`src/kslr_pkg.sv`:
```
// ----------------------------------------------------------------------------
// kslr_pkg: shared definitions for the keystream LZSS ring decompressor
// Ring geometry, keystream constants, configuration register indexes and the
// ring write port bundle.
// ----------------------------------------------------------------------------
`default_nettype none

package kslr_pkg;

    // History ring geometry.
    localparam int RING_DEPTH = 4096;
    localparam int RING_AW    = $clog2(RING_DEPTH);
    localparam logic [RING_AW-1:0] RING_START = RING_AW'(12'hFEE);

    // Match lengths run from three to eighteen bytes.
    localparam int MIN_MATCH = 3;
    localparam int RUN_W     = 5;

    // Emitted byte counter.
    localparam int COUNT_W = 24;
    localparam logic [COUNT_W-1:0] COUNT_MAX = {COUNT_W{1'b1}};

    // Linear congruential keystream.
    localparam logic [31:0] KEY_MUL = 32'd1103515245;
    localparam logic [31:0] KEY_ADD = 32'd12345;

    // Configuration register indexes.
    localparam int CFG_INDEX_W = 2;
    localparam logic [CFG_INDEX_W-1:0] CFG_INITIAL_KEY  = 2'd0;
    localparam logic [CFG_INDEX_W-1:0] CFG_OUTPUT_LIMIT = 2'd1;

    // Write port of the history ring.
    typedef struct packed {
        logic               en;
        logic [RING_AW-1:0] addr;
        logic [7:0]         data;
    } ring_wr_t;

endpackage

`default_nettype wire

```
`src/kslr_keystream.sv`:
```
// ----------------------------------------------------------------------------
// kslr_keystream: key register and descrambler
// Holds the 32-bit key, advances it by the linear congruential step and
// XORs the incoming byte with the mask derived from the current key.
// ----------------------------------------------------------------------------
`default_nettype none

module kslr_keystream (
    input  wire logic        aclk,
    input  wire logic        aresetn,
    input  wire logic        load_en,
    input  wire logic [31:0] load_key,
    input  wire logic        advance,
    input  wire logic [7:0]  data_in,
    output logic      [7:0]  data_out
);

    logic [31:0] key_reg;
    logic [31:0] key_next;
    logic [31:0] key_prod;
    logic [14:0] key_bits;
    logic [22:0] scaled;

    // One multiply per advance, registered into the key.
    assign key_prod = key_reg * kslr_pkg::KEY_MUL;

    always_comb begin
        key_next = key_reg;
        if (load_en) begin
            key_next = load_key;
        end else if (advance) begin
            key_next = key_prod + kslr_pkg::KEY_ADD;
        end
    end

    always_ff @(posedge aclk) begin
        if (!aresetn) begin
            key_reg <= '0;
        end else begin
            key_reg <= key_next;
        end
    end

    // Mask is (bits 30..16 of the key) * 255 / 32768, built as shift minus value.
    assign key_bits = key_reg[30:16];
    assign scaled   = {key_bits, 8'h00} - {8'h00, key_bits};
    assign data_out = data_in ^ scaled[22:15];

endmodule

`default_nettype wire
```
`config.mk`:
```
export PLATFORM = sky130hd
export DESIGN_NAME = kslr_keystream
export DESIGN_NICKNAME = d
export VERILOG_FILES = /design/src/kslr_pkg.sv /design/src/kslr_keystream.sv
export SDC_FILE = /design/constraint.sdc
export NUM_CORES = 1
export LEC_CHECK = 0
export BUFFER_PORTS_ARGS = -buffer_cell sky130_fd_sc_hd__buf_2
export CORE_UTILIZATION = 35
export CTS_CLUSTER_SIZE = 10
export DETAILED_ROUTE_END_ITERATION = 7
export SLEW_MARGIN = 20
export SYNTH_ARGS = -nofsm -noshare
export SYNTH_HDL_FRONTEND = slang
export SYNTH_SLANG_ARGS = --single-unit
```
`constraint.sdc`:
```
create_clock -name aclk -period 7.14 [get_ports aclk]
set_input_delay 0.714 -clock aclk [delete_from_list [all_inputs] [get_ports aclk]]
set_output_delay 0.714 -clock aclk [all_outputs]
set_load 0.1 [all_outputs]
```
== After elaboration in Yosys (flattened, before gate mapping) ==
Index checks and enable logic that the tools add are counted.

* Register bits: 32
* Input bits: 44
* Output and inout bits: 8
* Word-level logic and storage cells: 8

* Add/sub/neg operators: 2
* $mul: 1
* Multiplexer cells: 2
* Bitwise operators: 1
* Reductions and logical operators: 1

{| class="wikitable"
|+ Operators by type and width
! operator !! number
|-
| $mux W32 || 2
|-
| $add A32 B14 Y32 const B || 1
|-
| $mul A32 B31 Y32 const B || 1
|-
| $sub A23 B15 Y23 || 1
|-
| $xor A8 B8 Y8 || 1
|-
| $reduce_bool A2 Y1 || 1
|}

== Longest topological paths before layout ==
Gate-level depths: netlist of run 1.

* Depth after elaboration: 4
* Mapped depth: 26
* Mapped depth without buffers: 26

== Worst setup path before layout of run 1 ==
OpenSTA, ideal clock, no wires.

* Kind: flip-flop to flip-flop
* Start: register key_reg[6]
* End: register key_reg[29]
* Setup time: 127 ps
* Data arrival time: 6243 ps
* Required time: 7013 ps
* Setup slack: 770 ps
* Cell stages (with the launch flop): 25
* Path buffers: 0
* Period minus slack after synthesis: 6370 ps
* Path through: dfxtp_1 ha_1 xor2_1 ha_1 a21oi_1 fa_1 fa_1 inv_1 fa_1 inv_1 fa_1 inv_1 fa_1 inv_1 fa_1 inv_1 ha_1 nand2_1 o21ai_0 o21ai_0 a211oi_2 o31ai_2 a21oi_2 nor4_1 nor3b_2

* Cells in the longest elaborated chain, start to end: 4

{| class="wikitable"
|+ RTL lines
! element !! line !! RTL
|-
| start: declaration || kslr_keystream.sv:18 || <nowiki>logic [31:0] key_reg;</nowiki>
|-
| start signal: assignment || kslr_keystream.sv:40 || <nowiki>key_reg <= key_next;</nowiki>
|-
| $mul A32 B31 Y32 || kslr_keystream.sv:25 || <nowiki>assign key_prod = key_reg * kslr_pkg::KEY_MUL;</nowiki>
|-
| $add A32 B14 Y32 || kslr_keystream.sv:32 || <nowiki>key_next = key_prod + kslr_pkg::KEY_ADD;</nowiki>
|-
| $mux W32 || kslr_keystream.sv:31 || <nowiki>end else if (advance) begin</nowiki>
|-
| $mux W32 || kslr_keystream.sv:29 || <nowiki>if (load_en) begin</nowiki>
|}

Every way passes these cells. The select of a mux whose other input is x is not followed.
A chain may end at the register's enable or synchronous reset.

== Worst setup path after layout of run 1 ==
* Start: register key_reg[16]
* End: register key_reg[30]

Same word-level chain as after synthesis.

==> results of run 1 <==
-- area by class of cell --
type / instances / area (sq um)
inverter: 419 / 1570
sequential: 31 / 624
fill: 3111 / 18700
tap: 396 / 495
multi-input combinational: 737 / 8580
clock inverter: 1 / 5.00
clock buffer: 7 / 133
timing repair buffer: 74 / 430
-- per-layer routing --
layer | up-vias | track usage | part of all wire
met5 | - | 0 | 0
met4 | 0 | 0.0506 | 0.028
met3 | 41 | 0.0305 | 0.048
met2 | 188 | 0.327 | 0.48
met1 | 3893 | 0.258 | 0.45
li1 | 3782 | - | -
-- cell families after synthesis --
logic type / count (synthesis)
buffers and inverters: 435
and+or+nand+nor: 108
xor gates and xnor gates: 68
DFF: 31
muxes: 6
AOI/OAI and AO/OA: 163
adders and majority gates: 392
-- critical path: stages (launching register included) --
cell and delay [ns]:
dfxtp_1 0.54, inv_1 0.16, ha_1 0.39, ha_1 0.31, inv_1 0.05, fa_1 0.49
fa_1 0.50, inv_1 0.05, fa_1 0.50, fa_1 0.53, fa_1 0.55, inv_1 0.06
fa_1 0.53, inv_1 0.04, ha_1 0.38, nand2_1 0.14, o41ai_1 0.34, a31oi_1 0.16
a311oi_4 0.38, a31oi_4 0.15, o21ai_2 0.12, o31ai_1 0.07, o221a_1 0.22
-- final timing paths --
path	from	to	cells past startpoint
max reg2reg	key_reg[16]	key_reg[30]	22
min	key_reg[28]	key_reg[28]	2
min reg2reg	key_reg[28]	key_reg[28]	2
max	key_reg[16]	key_reg[30]	22
-- metrics by stage --
stage,util,cells,hold slack (ns)
floorplan,-,1203,0.546
global placement,0.383,1657,0.569
detailed placement,0.383,1657,0.585
CTS,0.388,1665,0.593
global route,0.388,1665,0.623
finish,0.388,1665,0.594
-- synthesized netlist by cell type (11+ instances only) --
master / number / area, sq um
nand2_1: 38 / 143
dfxtp_1: 31 / 621
xnor2_1: 51 / 447
nand3_1: 11 / 55.1
a21o_1: 13 / 97.6
nor2_1: 16 / 60.1
inv_1: 419 / 1570
fa_1: 176 / 3520
o21ai_0: 35 / 175
xor2_1: 17 / 149
clkbuf_1: 11 / 41.3
ha_1: 216 / 2700
a21oi_1: 56 / 280
==> results.json, run 1 <==
{
  "yosys_warnings": 0,
  "status": "finished, final reports clean",
  "arrival_ns": 6.96,
  "grt_pass1_wl_um": 46300,
  "crit_type": "flip-flop to flip-flop",
  "clock.fmax_mhz": 147,
  "synth-xor-area-share": 0.0549,
  "worstSetupEndpointType": "flip-flop",
  "rows": 64,
  "grt_pass1_vias": 8625,
  "synth_fp_nets": 1639,
  "antenna_left": 0,
  "core_sq_um": 30500,
  "yosysSeqAreaShare": 0.0572,
  "finalCritPeriodShare": 0.950,
  "portBuffers": 50,
  "ys_seq_elements": 31,
  "die_h_um": 178,
  "finalCriticalPeriod_ns": 6.78,
  "worstPathMaxFanout": 6,
  "largest_reg_flops": 31,
  "drive_above_1_share": 0.0843,
  "cts_tree": "yes",
  "async_reset_ff_frac": 0,
  "setup_tns_ns": 0,
  "cts_made_buffers": 5,
  "synth-main-ff-cell": "dfxtp_1",
  "drv_cap": 0,
  "drt-total-wl_um": 28900,
  "synth-compound-area-share": 0.103,
  "post_dp_cell_area_sq_um": 11700,
  "synth_cell_types": 64,
  "fin_ws_ns": 0.360,
  "fin_nets": 1704,
  "hold_class": "flip-flop to flip-flop",
  "routabilityCongestion": 0.953,
  "ios": 52,
  "pre_cts_slack_ns": 0.232,
  "syn_inst": 1203,
  "r2r_slack_ns": 0.36,
  "drt_iter0_markers": 383,
  "initial_core_util": 0.356,
  "clock-sinks": 31,
  "grt_overflow": 0,
  "drcViolationCount": 0,
  "critPathRequiredTime_ns": 7.32,
  "die_area_sq_um": 31700,
  "post_cts_resized": 0,
  "final_common_cell": "inv_1",
  "grt_setup_unrepaired": "false",
  "routedWlPerCell_um": 17.3,
  "num_antenna_cells": 0,
  "syn_area_sq_um": 10900,
  "final_cell_area_sq_um": 11800,
  "critPathLaunchType": "flip-flop",
  "tightest_slew_ns": 0.983,
  "finalClockSkew_ns": 0.00194,
  "synth_top_family_by_area": "adder cells",
  "root_buffer": "clkbuf_16",
  "synth_edf_count": 0,
  "antenna_found_initial": 0,
  "postCtsSetupBuffers": 0,
  "area_growth_pct": 9.11,
  "hold_violations": 0,
  "htreeDepth": 2,
  "hpwl_um": 25900,
  "first_pass_iters": 5,
  "clock_path_buffers": 2,
  "syn_area_per_cell_sq_um": 9.02,
  "report.final.setup_viol": 0,
  "grt_max_degree": 36,
  "drt-vias-per-instance": 4.75,
  "hold_buffers": 0,
  "synthMuxAreaShare": 0.00553,
  "vias": 7904,
  "synthAdderAreaFrac": 0.574,
  "maxSlewViolCount": 0,
  "layout.cells.most_common_list": "inv_1, ha_1, fa_1, a21oi_1, xnor2_1",
  "clkTransAtPathRegs_ns": 0.06,
  "grt_usage": 0.194,
  "synth-simple-area-share": 0.0528,
  "die_w_um": 178,
  "insertion_delay_ns": 0.29,
  "relSlewSlack": 0.344
}
Power of run 1 is left out: the tool's default activity adds up to more than one toggle a clock period on the data nets, which glitch-free logic cannot reach.
==> run 2, diff against run 1 <==
BUFFER_PORTS_ARGS = -buffer_cell sky130_fd_sc_hd__buf_4   (was -buffer_cell sky130_fd_sc_hd__buf_2)
GPL_ROUTABILITY_DRIVEN = 1   (was unset)
==> results.json, run 2 (same netlist as run 1, synthesis figures left out) <==
{
  "rows": 64,
  "clkTransAtPathRegs_ns": 0.06,
  "r2r_slack_ns": 0.30,
  "finalCriticalPeriod_ns": 6.84,
  "clock.fmax_mhz": 146,
  "maxSlewViolCount": 0,
  "report.final.setup_viol": 0,
  "grt_max_degree": 36,
  "initial_core_util": 0.356,
  "antenna_left": 0,
  "drt-total-wl_um": 28600,
  "area_growth_pct": 10.4,
  "hold_class": "flip-flop to flip-flop",
  "final_common_cell": "inv_1",
  "num_antenna_cells": 0,
  "drcViolationCount": 0,
  "arrival_ns": 7.01,
  "portBuffers": 50,
  "drt-vias-per-instance": 4.66,
  "postCtsSetupBuffers": 0,
  "grt_pass1_vias": 8500,
  "finalCritPeriodShare": 0.958,
  "routabilityCongestion": 0.963,
  "fill_cells": 3123,
  "routedWlPerCell_um": 17.2,
  "antenna_found_initial": 0,
  "grt_pass1_wl_um": 46000,
  "die_h_um": 178,
  "largest_reg_flops": 31,
  "cts_made_buffers": 5,
  "hold_ws_ns": 0.591,
  "worstPathMaxFanout": 5,
  "relSlewSlack": 0.357,
  "crit_type": "flip-flop to flip-flop",
  "drive_above_1_share": 0.0843,
  "grt_usage": 0.193,
  "htreeDepth": 2,
  "vias": 7765,
  "critPathLaunchType": "flip-flop",
  "cts_tree": "yes",
  "hold_violations": 0,
  "drt_iter0_markers": 361,
  "worstSetupStartpoint": "key_reg[9]",
  "reg2reg_from": "key_reg[9]",
  "setup_tns_ns": 0,
  "die_w_um": 178,
  "core_sq_um": 30500,
  "die_area_sq_um": 31700,
  "worstSetupEndpointType": "flip-flop",
  "critPathRequiredTime_ns": 7.31,
  "insertion_delay_ns": 0.28,
  "ios": 52,
  "tightest_slew_ns": 0.963,
  "grt_overflow": 0,
  "finalClockSkew_ns": 0.00446,
  "reg2reg_to": "key_reg[30]",
  "root_buffer": "clkbuf_16",
  "placed_cells": 1658,
  "hold_buffers": 0,
  "layout.cells.most_common_list": "inv_1, ha_1, fa_1, buf_4, a21oi_1",
  "first_pass_iters": 5,
  "fin_cells": 1665,
  "clock_path_buffers": 2,
  "status": "finished, final reports clean",
  "critPathCapture": "key_reg[30]",
  "fin_nets": 1705,
  "clock-sinks": 31,
  "hpwl_um": 25800,
  "drv_cap": 0,
  "worstRegToRegCells": 24
}
-- run 2: changes by cell type in the layout (fill, tap and decap cells not counted), moves of 2 or more --
| cell | change |
|---|---|
| buf_2 | -50 |
| clkbuf_1 | -2 |
| buf_4 | +51 |
| dfxtp_2 | -2 |
| dfxtp_1 | +2 |
-- run 2: routing by layer --
metal | vias up | part of all wire | wire length, um | global-route usage
li1 | 3791 | - | - | -
met1 | 3770 | 0.45 | 12800 | 0.254
met2 | 173 | 0.48 | 13700 | 0.327
met3 | 31 | 0.048 | 1390 | 0.0358
met4 | 0 | 0.025 | 723 | 0.0456
met5 | - | 0 | 0 | 0
-- run 2: what timing repair did --
item,4_1_cts,5_1_grt
resized for setup,0,5
hold endpoints to repair,0,0
setup endpoints to repair,0,2
-- run 2: layout make-up --
type	count	area (sq um)	area share
inverters	419	1570	0.131
flip-flops and latches	31	622	0.0519
well taps	396	495	0.0413
multi-input cells	737	8590	0.717
clock buffers	6	139	0.0116
repair buffers	75	563	0.0470
clock inverters	1	5.00	0.000418
-- run 2: worst max-delay path, cell delays in order, from the launching register on --
cell and delay, ns:
dfxtp_1 0.51, ha_1 0.41, fa_1 0.53, fa_1 0.52
inv_1 0.06, fa_1 0.53, inv_1 0.04, ha_1 0.26
inv_1 0.04, fa_1 0.47, inv_1 0.05, fa_1 0.52
inv_1 0.05, fa_1 0.53, inv_1 0.04, ha_1 0.43
and2_1 0.21, o211ai_2 0.13, nor4_2 0.33, o21ai_2 0.15
a311oi_4 0.31, a31oi_4 0.15, o21ai_2 0.13, o31ai_1 0.08
o221a_1 0.22
-- run 2: worst min path at each step --
stage               slack [ns]           to  depth (start not counted)        start
finish                    0.59  key_reg[28]                          2  key_reg[28]
global placement          0.57  key_reg[28]                          2  key_reg[28]
floorplan                 0.55  key_reg[28]                          2  key_reg[28]
CTS                       0.59  key_reg[28]                          2  key_reg[28]
detailed placement        0.59  key_reg[28]                          2  key_reg[28]
global route              0.63  key_reg[28]                          2  key_reg[28]
-- run 2: through the flow --
stage / cell area, sq um / setup WS (ns) / util
3_5_place_dp: 11800 / 0.277 / 0.388
2_1_floorplan: 10900 / 0.770 / -
6_report: 12000 / 0.298 / 0.393
5_1_grt: 12000 / -0.00651 / 0.393
3_3_place_gp: 11800 / 0.303 / 0.388
4_1_cts: 12000 / 0.246 / 0.392
Power of run 2 is left out for the same reason.
==> run 3, diff against run 2 <==
GPL_TIMING_DRIVEN = 0   (was unset)
==> results.json, run 3 (same netlist as run 1, synthesis figures left out) <==
{
  "crit_type": "flip-flop to flip-flop",
  "first_pass_iters": 5,
  "arrival_ns": 7.05,
  "clock.fmax_mhz": 145,
  "clock-sinks": 31,
  "maxSlewViolCount": 0,
  "reg2reg_to": "key_reg[30]",
  "holdPathStages": 2,
  "fin_util": 0.393,
  "grt_usage": 0.192,
  "largest_reg_flops": 31,
  "status": "finished, final reports clean",
  "critPathLaunchType": "flip-flop",
  "antenna_found_initial": 0,
  "use_met1": 0.256,
  "top_usage_layer": "met2",
  "drt-total-wl_um": 28600,
  "final_common_cell": "inv_1",
  "fill_cells": 3095,
  "core_sq_um": 30500,
  "finalCritPeriodShare": 0.965,
  "area_growth_pct": 10.4,
  "ios": 52,
  "vias": 7720,
  "drt-vias-per-instance": 4.65,
  "initial_core_util": 0.356,
  "worstRegToRegCells": 21,
  "reg2reg_from": "key_reg[9]",
  "die_w_um": 178,
  "drcViolationCount": 0,
  "report.final.setup_viol": 0,
  "grt_pass1_vias": 8427,
  "hpwl_um": 25700,
  "fin_nets": 1698,
  "rows": 64,
  "whs_endpoint": "key_reg[28]",
  "root_buffer": "clkbuf_16",
  "grt_pass1_wl_um": 45700,
  "relSlewSlack": 0.575,
  "grt_use_met2": 0.329,
  "layout.cells.most_common_list": "inv_1, ha_1, fa_1, a21oi_1, buf_4",
  "clkTransAtPathRegs_ns": 0.05,
  "drive_above_1_share": 0.0879,
  "num_antenna_cells": 0,
  "clock_path_buffers": 2,
  "routedWlPerCell_um": 17.2,
  "routabilityCongestion": 0.911,
  "r2r_slack_ns": 0.25,
  "critPathRequiredTime_ns": 7.30,
  "worstSetupEndpointType": "flip-flop",
  "hold_buffers": 0,
  "die_area_sq_um": 31700,
  "grt_max_degree": 12,
  "finalClockSkew_ns": 0.00411,
  "drt_iter0_markers": 387,
  "hp-start": "key_reg[28]",
  "cts_made_buffers": 5,
  "portBuffers": 49,
  "tightest_slew_ns": 0.637,
  "htreeDepth": 2,
  "antenna_left": 0,
  "insertion_delay_ns": 0.27,
  "hold_class": "flip-flop to flip-flop",
  "hold_violations": 0,
  "die_h_um": 178,
  "drv_cap": 0,
  "worstPathMaxFanout": 6,
  "cts_tree": "yes",
  "finalCriticalPeriod_ns": 6.89,
  "grt_overflow": 0,
  "met3_usage": 0.0196
}
run 3: critical path, stage by stage (launching register included):
cell and delay, ns:
dfxtp_2 0.51, ha_1 0.39, fa_1 0.44, inv_1 0.10, fa_1 0.43, fa_1 0.54, inv_1 0.06, fa_1 0.52
fa_1 0.45, fa_1 0.55, inv_1 0.06, fa_1 0.61, inv_1 0.07, ha_1 0.37, nand2_1 0.15, o21ai_0 0.29
a31oi_1 0.21, a311oi_4 0.41, a31oi_4 0.16, o21ai_2 0.15, o31ai_2 0.09, o221a_1 0.22
run 3: cell type report:
class,count,area (sq um),share of cell area
clock buffer,7,153,0.0127
sequential,31,658,0.0549
buffer,16,88.8,0.00742
timing repair buffer,52,390,0.0326
tap,396,495,0.0414
inverter,419,1580,0.132
clock inverter,1,7.51,0.000627
multi-input combinational,737,8610,0.719
run 3: per-stage QoR:
| step | cell area (sq um) | setup TNS, ns | instances | setup WS [ns] | hold WS [ns] |
|---|---|---|---|---|---|
| floorplan | 10900 | 0 | 1203 | 0.770 | 0.546 |
| global placement | 11700 | -0.737 | 1648 | -0.238 | 0.596 |
| detailed placement | 11700 | -1.00 | 1648 | -0.257 | 0.601 |
| CTS | 11900 | 0 | 1656 | 0.0319 | 0.602 |
| global route | 12000 | -0.0282 | 1659 | -0.0282 | 0.615 |
| finish | 12000 | 0 | 1659 | 0.251 | 0.600 |
run 3: how the worst max path moves through the flow:
stage                      startpoint     endpoint  slack (ns)  cells after the start
after floorplan            key_reg[6]  key_reg[29]        0.77                     24
after CTS                 key_reg[17]  key_reg[30]        0.03                     23
after global routing       key_reg[2]  key_reg[30]       -0.03                     24
after detailed placement   key_reg[6]  key_reg[29]       -0.26                     24
final                      key_reg[9]  key_reg[30]        0.25                     21
after global placement     key_reg[7]  key_reg[29]       -0.24                     24
run 3: metal layers:
layer | routed length (um) | part of all wire
met5 | 0 | 0
met4 | 788 | 0.028
met3 | 1130 | 0.040
met2 | 13700 | 0.48
met1 | 13000 | 0.45
run 3: what timing repair did:
action,in CTS,in global routing
setup endpoints to repair,8,7
cloned,0,0
setup buffers,0,3
pin swaps,0,1
resized for setup,8,26
Power of run 3 is left out for the same reason.
